==> config.mk <==
export PLATFORM = sky130hd
export DESIGN_NAME = power_budget_current_limiter
export DESIGN_NICKNAME = d
export VERILOG_FILES = /design/src/rtl/core/pbcl_pkg.sv /design/src/rtl/core/pbcl_div_pipe.sv /design/src/rtl/core/power_budget_current_limiter.sv
export SDC_FILE = /design/constraint.sdc
export NUM_CORES = 2
export LEC_CHECK = 0
export ABC_CLOCK_PERIOD_IN_PS = 9000
export BUFFER_PORTS_ARGS = -buffer_cell sky130_fd_sc_hd__buf_2
export CORE_MARGIN = 2
export CORE_UTILIZATION = 53
export DETAILED_ROUTE_END_ITERATION = 16
export HOLD_SLACK_MARGIN = 0.03
export PLACE_DENSITY = 0.69
export SLEW_MARGIN = 10
export SYNTH_ARGS = -nofsm -noshare
export SYNTH_HDL_FRONTEND = slang
export SYNTH_SLANG_ARGS = --single-unit
==> constraint.sdc <==
create_clock -name clock -period 9 [get_ports clock]
set_clock_uncertainty 0.1 [all_clocks]
set_input_delay 1.35 -clock clock [delete_from_list [all_inputs] [get_ports clock]]
set_output_delay 1.35 -clock clock [all_outputs]
set_load 0.01 [all_outputs]
==> src/rtl/core/pbcl_pkg.sv <==
package pbcl_pkg;

   // Configuration register indexes.
   localparam int CSR_IDX_W = 2;
   localparam logic [CSR_IDX_W-1:0] CSR_WARNING_LEVEL     = 2'd0;
   localparam logic [CSR_IDX_W-1:0] CSR_UNLIMITED_CEILING = 2'd1;
   localparam logic [CSR_IDX_W-1:0] CSR_BASE_CEILING      = 2'd2;
   localparam logic [CSR_IDX_W-1:0] CSR_EXTRA_CEILING     = 2'd3;

   localparam logic [15:0] WARNING_LEVEL_RESET     = 16'd30;
   localparam logic [15:0] UNLIMITED_CEILING_RESET = 16'd4000;
   localparam logic [15:0] BASE_CEILING_RESET      = 16'd4000;
   localparam logic [15:0] EXTRA_CEILING_RESET     = 16'd1000;

   localparam logic [15:0] CAP_NONE     = 16'hFFFF;
   localparam logic [15:0] FLOOR_ENERGY = 16'd5;

   // Which rule sets the limit for a transaction.
   localparam int MODE_W = 3;
   localparam logic [MODE_W-1:0] MODE_UNLIMITED  = 3'd0;
   localparam logic [MODE_W-1:0] MODE_LOW_ENERGY = 3'd1;
   localparam logic [MODE_W-1:0] MODE_DERATE     = 3'd2;
   localparam logic [MODE_W-1:0] MODE_HEADROOM   = 3'd3;
   localparam logic [MODE_W-1:0] MODE_OVER_CAP   = 3'd4;

   // Divider geometry. Both divisions have a numerator below 2^40 and a
   // quotient below 2^27, so the top 13 numerator bits start below the divisor.
   localparam int NUM_W      = 40;
   localparam int DEN_W      = 16;
   localparam int REM_W      = DEN_W + 1;
   localparam int QUO_W      = 27;
   localparam int DIV_BITS   = 3;
   localparam int DIV_STAGES = QUO_W / DIV_BITS;
   localparam int LIM_W      = QUO_W;

   // Edges from an accepted request to the edge that takes its result.
   localparam int LATENCY = DIV_STAGES + 4;

   typedef struct packed {
      logic signed [15:0] command_value;
      logic [15:0]        power_cap;
      logic [15:0]        stored_energy;
      logic [23:0]        measured_power;
   } req_type;

   typedef struct packed {
      logic signed [15:0] limited_command;
      logic               was_clamped;
      logic [15:0]        applied_ceiling;
   } rsp_type;

   typedef struct packed {
      logic [MODE_W-1:0] mode;
      logic [15:0]       command;
   } side_type;

endpackage

==> src/rtl/core/pbcl_div_pipe.sv <==
module pbcl_div_pipe (
   input  logic                          clock,
   input  logic                          reset,
   input  logic                          in_vld,
   input  logic [pbcl_pkg::NUM_W-1:0]    in_num,
   input  logic [pbcl_pkg::DEN_W-1:0]    in_den,
   input  pbcl_pkg::side_type            in_side,
   output logic                          out_vld,
   output logic [pbcl_pkg::QUO_W-1:0]    out_quo,
   output pbcl_pkg::side_type            out_side
);

   localparam int STAGES = pbcl_pkg::DIV_STAGES;
   localparam int QW     = pbcl_pkg::QUO_W;
   localparam int DW     = pbcl_pkg::DEN_W;
   localparam int RW     = pbcl_pkg::REM_W;

   logic                 vld_ff  [STAGES];
   logic [DW-1:0]        rem_ff  [STAGES];
   logic [QW-1:0]        low_ff  [STAGES];
   logic [QW-1:0]        quo_ff  [STAGES];
   logic [DW-1:0]        den_ff  [STAGES];
   pbcl_pkg::side_type   side_ff [STAGES];

   logic [DW-1:0]        rem_in  [STAGES];
   logic [QW-1:0]        low_in  [STAGES];
   logic [QW-1:0]        quo_in  [STAGES];

   for (genvar s = 0; s < STAGES; s++) begin : g_stage
      logic                src_vld;
      logic [DW-1:0]       src_rem;
      logic [QW-1:0]       src_low;
      logic [QW-1:0]       src_quo;
      logic [DW-1:0]       src_den;
      pbcl_pkg::side_type  src_side;

      if (s == 0) begin : g_first
         // The bits above the quotient range form the starting remainder.
         assign src_vld  = in_vld;
         assign src_rem  = DW'(in_num[pbcl_pkg::NUM_W-1:QW]);
         assign src_low  = in_num[QW-1:0];
         assign src_quo  = '0;
         assign src_den  = in_den;
         assign src_side = in_side;
      end else begin : g_next
         assign src_vld  = vld_ff[s-1];
         assign src_rem  = rem_ff[s-1];
         assign src_low  = low_ff[s-1];
         assign src_quo  = quo_ff[s-1];
         assign src_den  = den_ff[s-1];
         assign src_side = side_ff[s-1];
      end

      always_comb begin : c_steps
         logic [RW-1:0] trial;
         logic [DW-1:0] r;
         logic [QW-1:0] lo;
         logic [QW-1:0] q;
         r  = src_rem;
         lo = src_low;
         q  = src_quo;
         for (int k = 0; k < pbcl_pkg::DIV_BITS; k++) begin
            trial = {r, lo[QW-1]};
            lo    = {lo[QW-2:0], 1'b0};
            if (trial >= {1'b0, src_den}) begin
               trial = trial - {1'b0, src_den};
               q     = {q[QW-2:0], 1'b1};
            end else begin
               q     = {q[QW-2:0], 1'b0};
            end
            r = trial[DW-1:0];
         end
         rem_in[s] = r;
         low_in[s] = lo;
         quo_in[s] = q;
      end

      always_ff @(posedge clock) begin
         if (reset) begin
            vld_ff[s] <= 1'b0;
         end else begin
            vld_ff[s] <= src_vld;
         end
         rem_ff[s]  <= rem_in[s];
         low_ff[s]  <= low_in[s];
         quo_ff[s]  <= quo_in[s];
         den_ff[s]  <= src_den;
         side_ff[s] <= src_side;
      end
   end

   assign out_vld  = vld_ff[STAGES-1];
   assign out_quo  = quo_ff[STAGES-1];
   assign out_side = side_ff[STAGES-1];

endmodule

==> src/rtl/core/power_budget_current_limiter.sv <==
// Power-budget current limiter. A request is taken on any clock edge with start high and
// busy low; busy is high only while reset is asserted, so a new request may be issued in
// every cycle. Each request produces exactly one result, shown on rsp_data for a single
// cycle with rsp_valid high. The edge that takes a request loads the first of thirteen
// register stages (two input stages, nine stages of the shared radix-8 divider, two
// output stages). Each result is shown on rsp_data once; the receiver must take it then,
// as results cannot be held back. Register writes on the csr_ port are always ready and
// must only be made while no requests are in flight.
module power_budget_current_limiter (
   input  logic                              clock,
   input  logic                              reset,
   input  logic                              start,
   output logic                              busy,
   input  pbcl_pkg::req_type                 req_data,
   output logic                              rsp_valid,
   output pbcl_pkg::rsp_type                 rsp_data,
   input  logic                              csr_valid,
   output logic                              csr_ready,
   input  logic [pbcl_pkg::CSR_IDX_W-1:0]    csr_index,
   input  logic [15:0]                       csr_wdata
);

   localparam int LW = pbcl_pkg::LIM_W;

   logic [15:0] warning_level_ff;
   logic [15:0] unlimited_ceiling_ff;
   logic [15:0] base_ceiling_ff;
   logic [15:0] extra_ceiling_ff;

   logic accept;

   assign busy      = reset;
   assign csr_ready = 1'b1;
   assign accept    = start && !busy;

   always_ff @(posedge clock) begin
      if (reset) begin
         warning_level_ff     <= pbcl_pkg::WARNING_LEVEL_RESET;
         unlimited_ceiling_ff <= pbcl_pkg::UNLIMITED_CEILING_RESET;
         base_ceiling_ff      <= pbcl_pkg::BASE_CEILING_RESET;
         extra_ceiling_ff     <= pbcl_pkg::EXTRA_CEILING_RESET;
      end else if (csr_valid && csr_ready) begin
         unique case (csr_index)
            pbcl_pkg::CSR_WARNING_LEVEL:     warning_level_ff     <= csr_wdata;
            pbcl_pkg::CSR_UNLIMITED_CEILING: unlimited_ceiling_ff <= csr_wdata;
            pbcl_pkg::CSR_BASE_CEILING:      base_ceiling_ff      <= csr_wdata;
            pbcl_pkg::CSR_EXTRA_CEILING:     extra_ceiling_ff     <= csr_wdata;
         endcase
      end
   end

   // Stage 1: pick the rule and the multiplier and divider operands.
   logic                 s1_vld_ff;
   pbcl_pkg::side_type   s1_side_ff,  s1_side_in;
   logic [15:0]          s1_mul_a_ff, s1_mul_a_in;
   logic [21:0]          s1_mul_b_ff, s1_mul_b_in;
   logic [15:0]          s1_den_ff,   s1_den_in;

   always_comb begin : c_stage1
      logic [23:0] c192;
      logic [23:0] c256;
      logic [15:0] floor_buf;
      logic [21:0] headroom;
      c256      = {req_data.power_cap, 8'h00};
      c192      = 24'({req_data.power_cap, 7'h00}) + 24'({req_data.power_cap, 6'h00});
      floor_buf = (req_data.stored_energy > pbcl_pkg::FLOOR_ENERGY) ?
                  req_data.stored_energy : pbcl_pkg::FLOOR_ENERGY;
      // Only meaningful when derating, where it stays below 64 times the cap.
      headroom  = 22'(c256 - req_data.measured_power);

      s1_side_in.command = req_data.command_value;
      priority if (req_data.power_cap == 16'd0 ||
                   req_data.power_cap == pbcl_pkg::CAP_NONE) begin
         s1_side_in.mode = pbcl_pkg::MODE_UNLIMITED;
      end else if (req_data.stored_energy < warning_level_ff) begin
         s1_side_in.mode = pbcl_pkg::MODE_LOW_ENERGY;
      end else if (req_data.measured_power <= c192) begin
         s1_side_in.mode = pbcl_pkg::MODE_HEADROOM;
      end else if (req_data.measured_power < c256) begin
         s1_side_in.mode = pbcl_pkg::MODE_DERATE;
      end else begin
         s1_side_in.mode = pbcl_pkg::MODE_OVER_CAP;
      end

      if (s1_side_in.mode == pbcl_pkg::MODE_LOW_ENERGY) begin
         s1_mul_a_in = base_ceiling_ff;
         s1_mul_b_in = 22'(floor_buf);
         s1_den_in   = warning_level_ff;
      end else begin
         s1_mul_a_in = extra_ceiling_ff;
         s1_mul_b_in = headroom;
         s1_den_in   = req_data.power_cap;
      end
   end

   // Stage 2: the product that forms the numerator.
   logic                 s2_vld_ff;
   pbcl_pkg::side_type   s2_side_ff;
   logic [37:0]          s2_prod_ff;
   logic [15:0]          s2_den_ff;
   logic [pbcl_pkg::NUM_W-1:0] div_num;

   always_ff @(posedge clock) begin
      if (reset) begin
         s1_vld_ff <= 1'b0;
         s2_vld_ff <= 1'b0;
      end else begin
         s1_vld_ff <= accept;
         s2_vld_ff <= s1_vld_ff;
      end
      s1_side_ff  <= s1_side_in;
      s1_mul_a_ff <= s1_mul_a_in;
      s1_mul_b_ff <= s1_mul_b_in;
      s1_den_ff   <= s1_den_in;
      s2_side_ff  <= s1_side_ff;
      s2_prod_ff  <= 38'(s1_mul_a_ff) * 38'(s1_mul_b_ff);
      s2_den_ff   <= s1_den_ff;
   end

   // Low energy scales by 256, derating by 4; both fit in 40 bits.
   assign div_num = (s2_side_ff.mode == pbcl_pkg::MODE_LOW_ENERGY) ?
                    {s2_prod_ff[31:0], 8'h00} : {s2_prod_ff, 2'b00};

   logic                        dv_vld;
   logic [pbcl_pkg::QUO_W-1:0]  dv_quo;
   pbcl_pkg::side_type          dv_side;

   pbcl_div_pipe u_div (
      .clock    (clock),
      .reset    (reset),
      .in_vld   (s2_vld_ff),
      .in_num   (div_num),
      .in_den   (s2_den_ff),
      .in_side  (s2_side_ff),
      .out_vld  (dv_vld),
      .out_quo  (dv_quo),
      .out_side (dv_side)
   );

   // Limit stage: the Q19.8 limit for the chosen rule.
   logic                 lim_vld_ff;
   pbcl_pkg::side_type   lim_side_ff;
   logic [LW-1:0]        lim_ff, lim_in;

   always_comb begin
      unique case (dv_side.mode)
         pbcl_pkg::MODE_UNLIMITED:  lim_in = LW'({unlimited_ceiling_ff, 8'h00});
         pbcl_pkg::MODE_LOW_ENERGY: lim_in = dv_quo;
         pbcl_pkg::MODE_DERATE:     lim_in = LW'({base_ceiling_ff, 8'h00}) + dv_quo;
         pbcl_pkg::MODE_HEADROOM:   lim_in = LW'({base_ceiling_ff, 8'h00}) +
                                             LW'({extra_ceiling_ff, 8'h00});
         default:                   lim_in = LW'({base_ceiling_ff, 8'h00});
      endcase
   end

   // Output stage: clamp against the exact Q19.8 limit.
   logic              rsp_valid_ff;
   pbcl_pkg::rsp_type rsp_data_ff, rsp_data_in;

   always_comb begin : c_clamp
      logic [15:0]    cmd;
      logic           neg;
      logic [16:0]    mag;
      logic [LW-9:0]  lim_int;
      logic           clamp;
      cmd     = lim_side_ff.command;
      neg     = cmd[15];
      mag     = neg ? (17'd0 - {1'b1, cmd}) : {1'b0, cmd};
      lim_int = lim_ff[LW-1:8];
      clamp   = LW'({mag, 8'h00}) > lim_ff;

      rsp_data_in.was_clamped     = clamp;
      rsp_data_in.applied_ceiling = (|lim_int[LW-9:16]) ? 16'hFFFF : lim_int[15:0];
      if (clamp) begin
         rsp_data_in.limited_command = neg ? (16'd0 - lim_int[15:0]) : lim_int[15:0];
      end else begin
         rsp_data_in.limited_command = cmd;
      end
   end

   always_ff @(posedge clock) begin
      if (reset) begin
         lim_vld_ff   <= 1'b0;
         rsp_valid_ff <= 1'b0;
      end else begin
         lim_vld_ff   <= dv_vld;
         rsp_valid_ff <= lim_vld_ff;
      end
      lim_side_ff <= dv_side;
      lim_ff      <= lim_in;
      rsp_data_ff <= rsp_data_in;
   end

   assign rsp_valid = rsp_valid_ff;
   assign rsp_data  = rsp_data_ff;

endmodule

### After elaboration in Yosys (flattened, before gate mapping)

Memories as Yosys holds them, arrays and structs flattened. A register that Yosys moved wholly into a read port is not among the register bits.
Index checks and enable logic that the tools add are counted.

* register bits after elaboration: 289
* bits in writable memories: 927
* memories: 6

Memories
* u_div.quo_ff: words 9, width 27, rd ports 9, clocked after Yosys merged registers in 0, wr ports 9, line pbcl_div_pipe.sv:21 `logic [QW-1:0] quo_ff [STAGES];`
* u_div.low_ff: words 9, width 24, rd ports 8, clocked after Yosys merged registers in 0, wr ports 9, line pbcl_div_pipe.sv:20 `logic [QW-1:0] low_ff [STAGES];`
* u_div.side_ff: words 9, width 19, rd ports 9, clocked after Yosys merged registers in 0, wr ports 9, line pbcl_div_pipe.sv:23 `pbcl_pkg::side_type side_ff [STAGES];`
* u_div.den_ff: words 9, width 16, rd ports 8, clocked after Yosys merged registers in 0, wr ports 9, line pbcl_div_pipe.sv:22 `logic [DW-1:0] den_ff [STAGES];`
* u_div.rem_ff: words 9, width 16, rd ports 8, clocked after Yosys merged registers in 0, wr ports 9, line pbcl_div_pipe.sv:19 `logic [DW-1:0] rem_ff [STAGES];`
* u_div.vld_ff: words 9, width 1, rd ports 9, clocked after Yosys merged registers in 1, wr ports 9, line pbcl_div_pipe.sv:18 `logic vld_ff [STAGES];`

* add/sub/neg operators: 33
* multipliers: 1
* magnitude comparators: 32
* equality and inequality tests: 9
* mux-type cells: 79
* bitwise operators: 9
* reduce and logical (&&, ||, !) cells: 11

Operators with widths (number)
* 16-bit 2-to-1 mux: 33
* 17-bit by 16-bit greater-or-equal comparator with 1-bit output: 26
* 16-bit subtractor: 26
* 27-bit one-hot mux with 4 select lines: 1
* 40-bit 2-to-1 mux: 1
* 1-bit 2-to-1 mux: 39
* 16-bit by 22-bit multiplier with 38-bit output: 1
* 24-bit by 27-bit adder with 27-bit output: 1
* 25-bit by 27-bit greater-than comparator with 1-bit output: 1
* 24-bit by 24-bit adder with 25-bit output: 1
* 23-bit by 22-bit adder with 24-bit output: 1
* 24-bit <= comparator: 1
* 24-bit less-than comparator: 1
* 22-bit subtractor: 1
* 17-bit 2-to-1 mux: 1
* 1-bit by 17-bit subtractor with 17-bit output, first input constant: 1
* 16-bit equality test, second input constant: 1
* 14-bit by 16-bit greater-or-equal comparator with 1-bit output: 1
* 16-bit by 3-bit greater-than comparator with 1-bit output, second input constant: 1
* 16-bit zero test: 1
* 16-bit less-than comparator: 1
* 1-bit by 16-bit subtractor with 16-bit output, first input constant: 1
* 14-bit by 16-bit subtractor with 16-bit output: 1
* 3-bit 2-to-1 mux: 4
* 12 further kinds: 27

### Logic depth before layout (Yosys ltp)

* depth in word-level cells: 8
* depth in mapped cells: 38
* gate-level depth less buffers: 33

### Cells and area by module

A second synthesis with hierarchy kept.

* cells, all modules: 6792
* area total of the unflattened synthesis: 63043.0 um2

By module, submodules not included
* pbcl_div_pipe: times used 1, cells an instance 3944, area an instance 37516.0 um2, sequential area each 13593.0 um2
* power_budget_current_limiter: times used 1, cells an instance 2848, area an instance 25527.0 um2, sequential area each 5805.6 um2

### Worst setup path after synthesis

OpenSTA, ideal clock, no wires.

* path type: flip-flop to flip-flop
* from: register s2_side_ff[17] (netlist name)
* to: memory u_div.rem_ff[0][10] (netlist name)
* setup time: 121 ps
* arrival time: 8054 ps
* required time: 8779 ps
* setup slack: 726 ps
* stages on the path, launching flop included: 37
* buffers on the path: 4
* period minus slack after synthesis: 8274 ps
* cell sequence: dfxtp_1 nor3b_1 clkbuf_1 mux2_2 ha_1 nor2b_1 o21ai_0 a21oi_1 o31ai_1 a21oi_1 a21oi_1 buf_1 mux2_2 inv_1 ha_1 nor2b_1 o21a_1 o21ai_0 a211oi_1 o21bai_1 a31oi_1 a21oi_1 nand3_1 clkbuf_1 mux2i_1 ha_1 nor2b_1 o21a_1 o21ai_0 a21oi_1 o21ai_0 nand2b_1 o211ai_1 a211oi_1 a2111oi_4 buf_2 mux2_2

RTL lines
* from (decl): line power_budget_current_limiter.sv:98 `pbcl_pkg::side_type s2_side_ff;`
* from (signal assigned): line power_budget_current_limiter.sv:115 `s2_side_ff <= s1_side_ff;`
* to (decl): line pbcl_div_pipe.sv:19

==> run metrics <==
delay-heaviest family, CP compound AO/OA/AOI/OAI gates; sequential cell area 19,080 um2; Compound-Gate Fraction of Synth Area 0.1402; Routed Antenna Nets 1; Core Util, Final 0.5892; fin worst setup slack around 0.48 ns; endpoints failing hold 0; Synth async-reset ratio 0; area grow syn2layout 9.831%; ratio of cells with drive above 1 in the final layout 0.1107; syn_nets 7,665; Final HPWL DP 128,300 um; Placer Congestion ~0.96; CP startpoint u_div.den_ff[0][97]; clk root buf clkbuf_16; area of the multi-input gates between 30,000 and 40,000 um2; Worst setup SP type flop; Setup Slack @ Placement about 0.2 ns; input/output buffers between 100 and 150; synthesized instance count 6,587; EDFF count, synth 0; CTS clk-pin slew, worst paths 0.07 ns; #FFs+latches synth between 900 and 1,000; HP Class reg -> reg; worst endpoint required time around 9.5 ns; vias in the first global route 47,090; Post-Route WL 160,300 um; routed len/inst roughly 19 um; Post-Synth XOR/XNOR Area 0.06137; Tcrit/Tclk final 0.9471; Seq/Total Area, Yosys 0.3102; Yosys cell types 95; filler instances slightly below 10,000; final setup vio count 0; Placement Rows 124; Synth Flop Type dfxtp_1; grt total ovfl 0; total CTS buffers 95; CTS sink cnt roughly 950; Hold WS roughly 0.20 ns; largest family of logic cells by synthesized area adder cells; status finished with violations; die width 344.7 um; max-capacitance violation count 0; Post-Synth Adder-Cell Area 0.2376; crit-path max FO 16; Worst path max stage delay 0.53 ns; first-pass GRT wire length about 250,000 um; Synth Warn # 0; Rel. slew slack 0.3269; Die Y 344.7 um; hold wc startpoint s1_den_ff[5]; total die area 118,800 um2; CTS tree done; Clock Latency Late Sink between 0.6 and 0.7 ns; failing checks antenna rules; core area between 100,000 and 150,000 um2; Mapped Avg Cell Area 9.338 um2; CP max stage cell a2111o_1; clock tree buffer depth 3; Top Ports 130; Finished Layout Cells approximately 8,300; Fmax achieved 117.3 MHz; Final Critical Period 8.524 ns; FF-to-FF Start u_div.den_ff[0][97]; antenna violations before repair 7; DR iter-0 viols ~3,000; commonest non-fill, non-tap cell in the layout dfxtp_1; Starting Density 0.5365; placed instance count 8,148; Worst Tran Pin Value 1.008 ns; CP Buf/Inv Count 4; DR vias 46,990; mux contribution to synthesized area 0.06896; Via density 5.638; Remaining DRCs 0; CP Capture Type flop; most frequent cells in the layout dfxtp_1, ha_1, nand2_1; nets 7,814; fin. max-slew vios 0; Worst EP arrival about 9 ns; area of the mapped netlist 61,510 um2; Total GRT Usage 0.2698; pin count of the biggest net entering global routing 86; DRT Pass-1 Iters 5; # H-tree levels 3; Worst Setup Path Type reg -> reg; Synth Area in Simple Gates 0.1308
==> sequential cells by signal, summed over array words and instances, names as in the netlist, 19 cells and up <==
name / flops
u_div.side_ff: 171
u_div.quo_ff: 135
u_div.den_ff: 128
u_div.rem_ff: 128
u_div.low_ff: 92
s2_prod_ff: 38
rsp_data: 33
lim_ff: 27
s1_mul_b_ff: 22
s1_side_ff: 19
s2_side_ff: 19
==> cell usage after synthesis, types with 11 or more instances <==
cell type | number | area, um2
o21ai_0 | 293 | 1466
o31ai_1 | 30 | 225.2
inv_1 | 657 | 2466
xor2_1 | 132 | 1156
a21boi_0 | 14 | 105.1
a31oi_1 | 29 | 181.4
a21oi_1 | 442 | 2212
mux2_1 | 15 | 168.9
nor4_1 | 27 | 168.9
nand3_1 | 85 | 425.4
xnor2_1 | 299 | 2619
or3_1 | 21 | 131.4
nor2b_1 | 90 | 563.0
nand3b_1 | 20 | 150.1
nand2b_1 | 56 | 350.3
o31a_1 | 22 | 192.7
a41oi_1 | 11 | 96.34
mux2i_1 | 42 | 420.4
mux2_4 | 19 | 285.3
and2_1 | 140 | 875.8
and4_1 | 13 | 113.9
nand4_1 | 85 | 531.8
nor2_1 | 302 | 1134
and3_1 | 27 | 168.9
or2_2 | 15 | 93.84
mux2_2 | 281 | 3164
ha_1 | 677 | 8471
fa_1 | 307 | 6146
o41ai_1 | 16 | 140.1
nand2_1 | 668 | 2507
a31o_2 | 14 | 122.6
nor3_1 | 100 | 500.5
o211ai_1 | 17 | 127.6
clkbuf_1 | 120 | 450.4
a21o_1 | 159 | 1194
dfxtp_1 | 953 | 19080
o21bai_1 | 68 | 510.5
buf_2 | 12 | 60.06
a211oi_1 | 38 | 285.3
o21a_1 | 81 | 608.1
==> stage by stage <==
| step | instance area (um2) | setup TNS, ns |
|---|---|---|
| 5_1_grt | 67530 | -0.05220 |
| 2_1_floorplan | 61510 | 0 |
| 6_report | 67550 | 0 |
| 3_5_place_dp | 64010 | 0 |
| 3_3_place_gp | 64010 | 0 |
| 4_1_cts | 67440 | 0 |
==> metal layers <==
layer / share of wire / vias up / track usage
li1: - / 22890 / -
met1: 0.43 / 22560 / 0.3427
met2: 0.47 / 1215 / 0.4555
met3: 0.049 / 334 / 0.03650
met4: 0.048 / 0 / 0.1235
met5: 0 / - / 0
==> cells by family after synthesis <==
group / count (synthesis)
xor+xnor: 431
mux: 366
flops: 953
other cells: 2
fa+ha+maj: 984
simple gates: 1688
buf+inv: 813
compound gates: 1350
==> final timing paths <==
kind | depth (start not counted) | endpoint | slack, ns
setup / recovery | 33 | u_div.rem_ff[0][127] | 0.48
hold / removal | 0 | s2_den_ff[5] | 0.20
hold reg to reg | 0 | s2_den_ff[5] | 0.20
setup reg to reg | 33 | u_div.rem_ff[0][127] | 0.48
==> area by class of cell <==
class | count | share of cell area
antenna | 9 | 0.0003334
clock inverter | 58 | 0.01246
multi-input combinational | 4821 | 0.5832
clock buffer | 117 | 0.03836
sequential | 953 | 0.2824
inverter | 664 | 0.03693
timing repair buffer | 201 | 0.01830
tap | 1512 | 0.02800
==> worst register-to-register path, delay by kind of cell, from the launching register on <==
kind,cells,cell delay (ns)
compound gates,16,4.02
fa+ha+maj,3,0.94
buf+inv,4,0.57
flops,1,0.38
mux,3,1.13
simple gates,7,1.26
==> timing repair <==
| item | in CTS | in global routing |
|---|---|---|
| setup buffers | 0 | 3 |
| hold buffers | 0 | 0 |
| endpoints found under the setup margin | 0 | 79 |
| resized for setup | 0 | 14 |
Power is not shown: default switching activity piles up to over one toggle a cycle in this logic, so the estimate is an artifact.
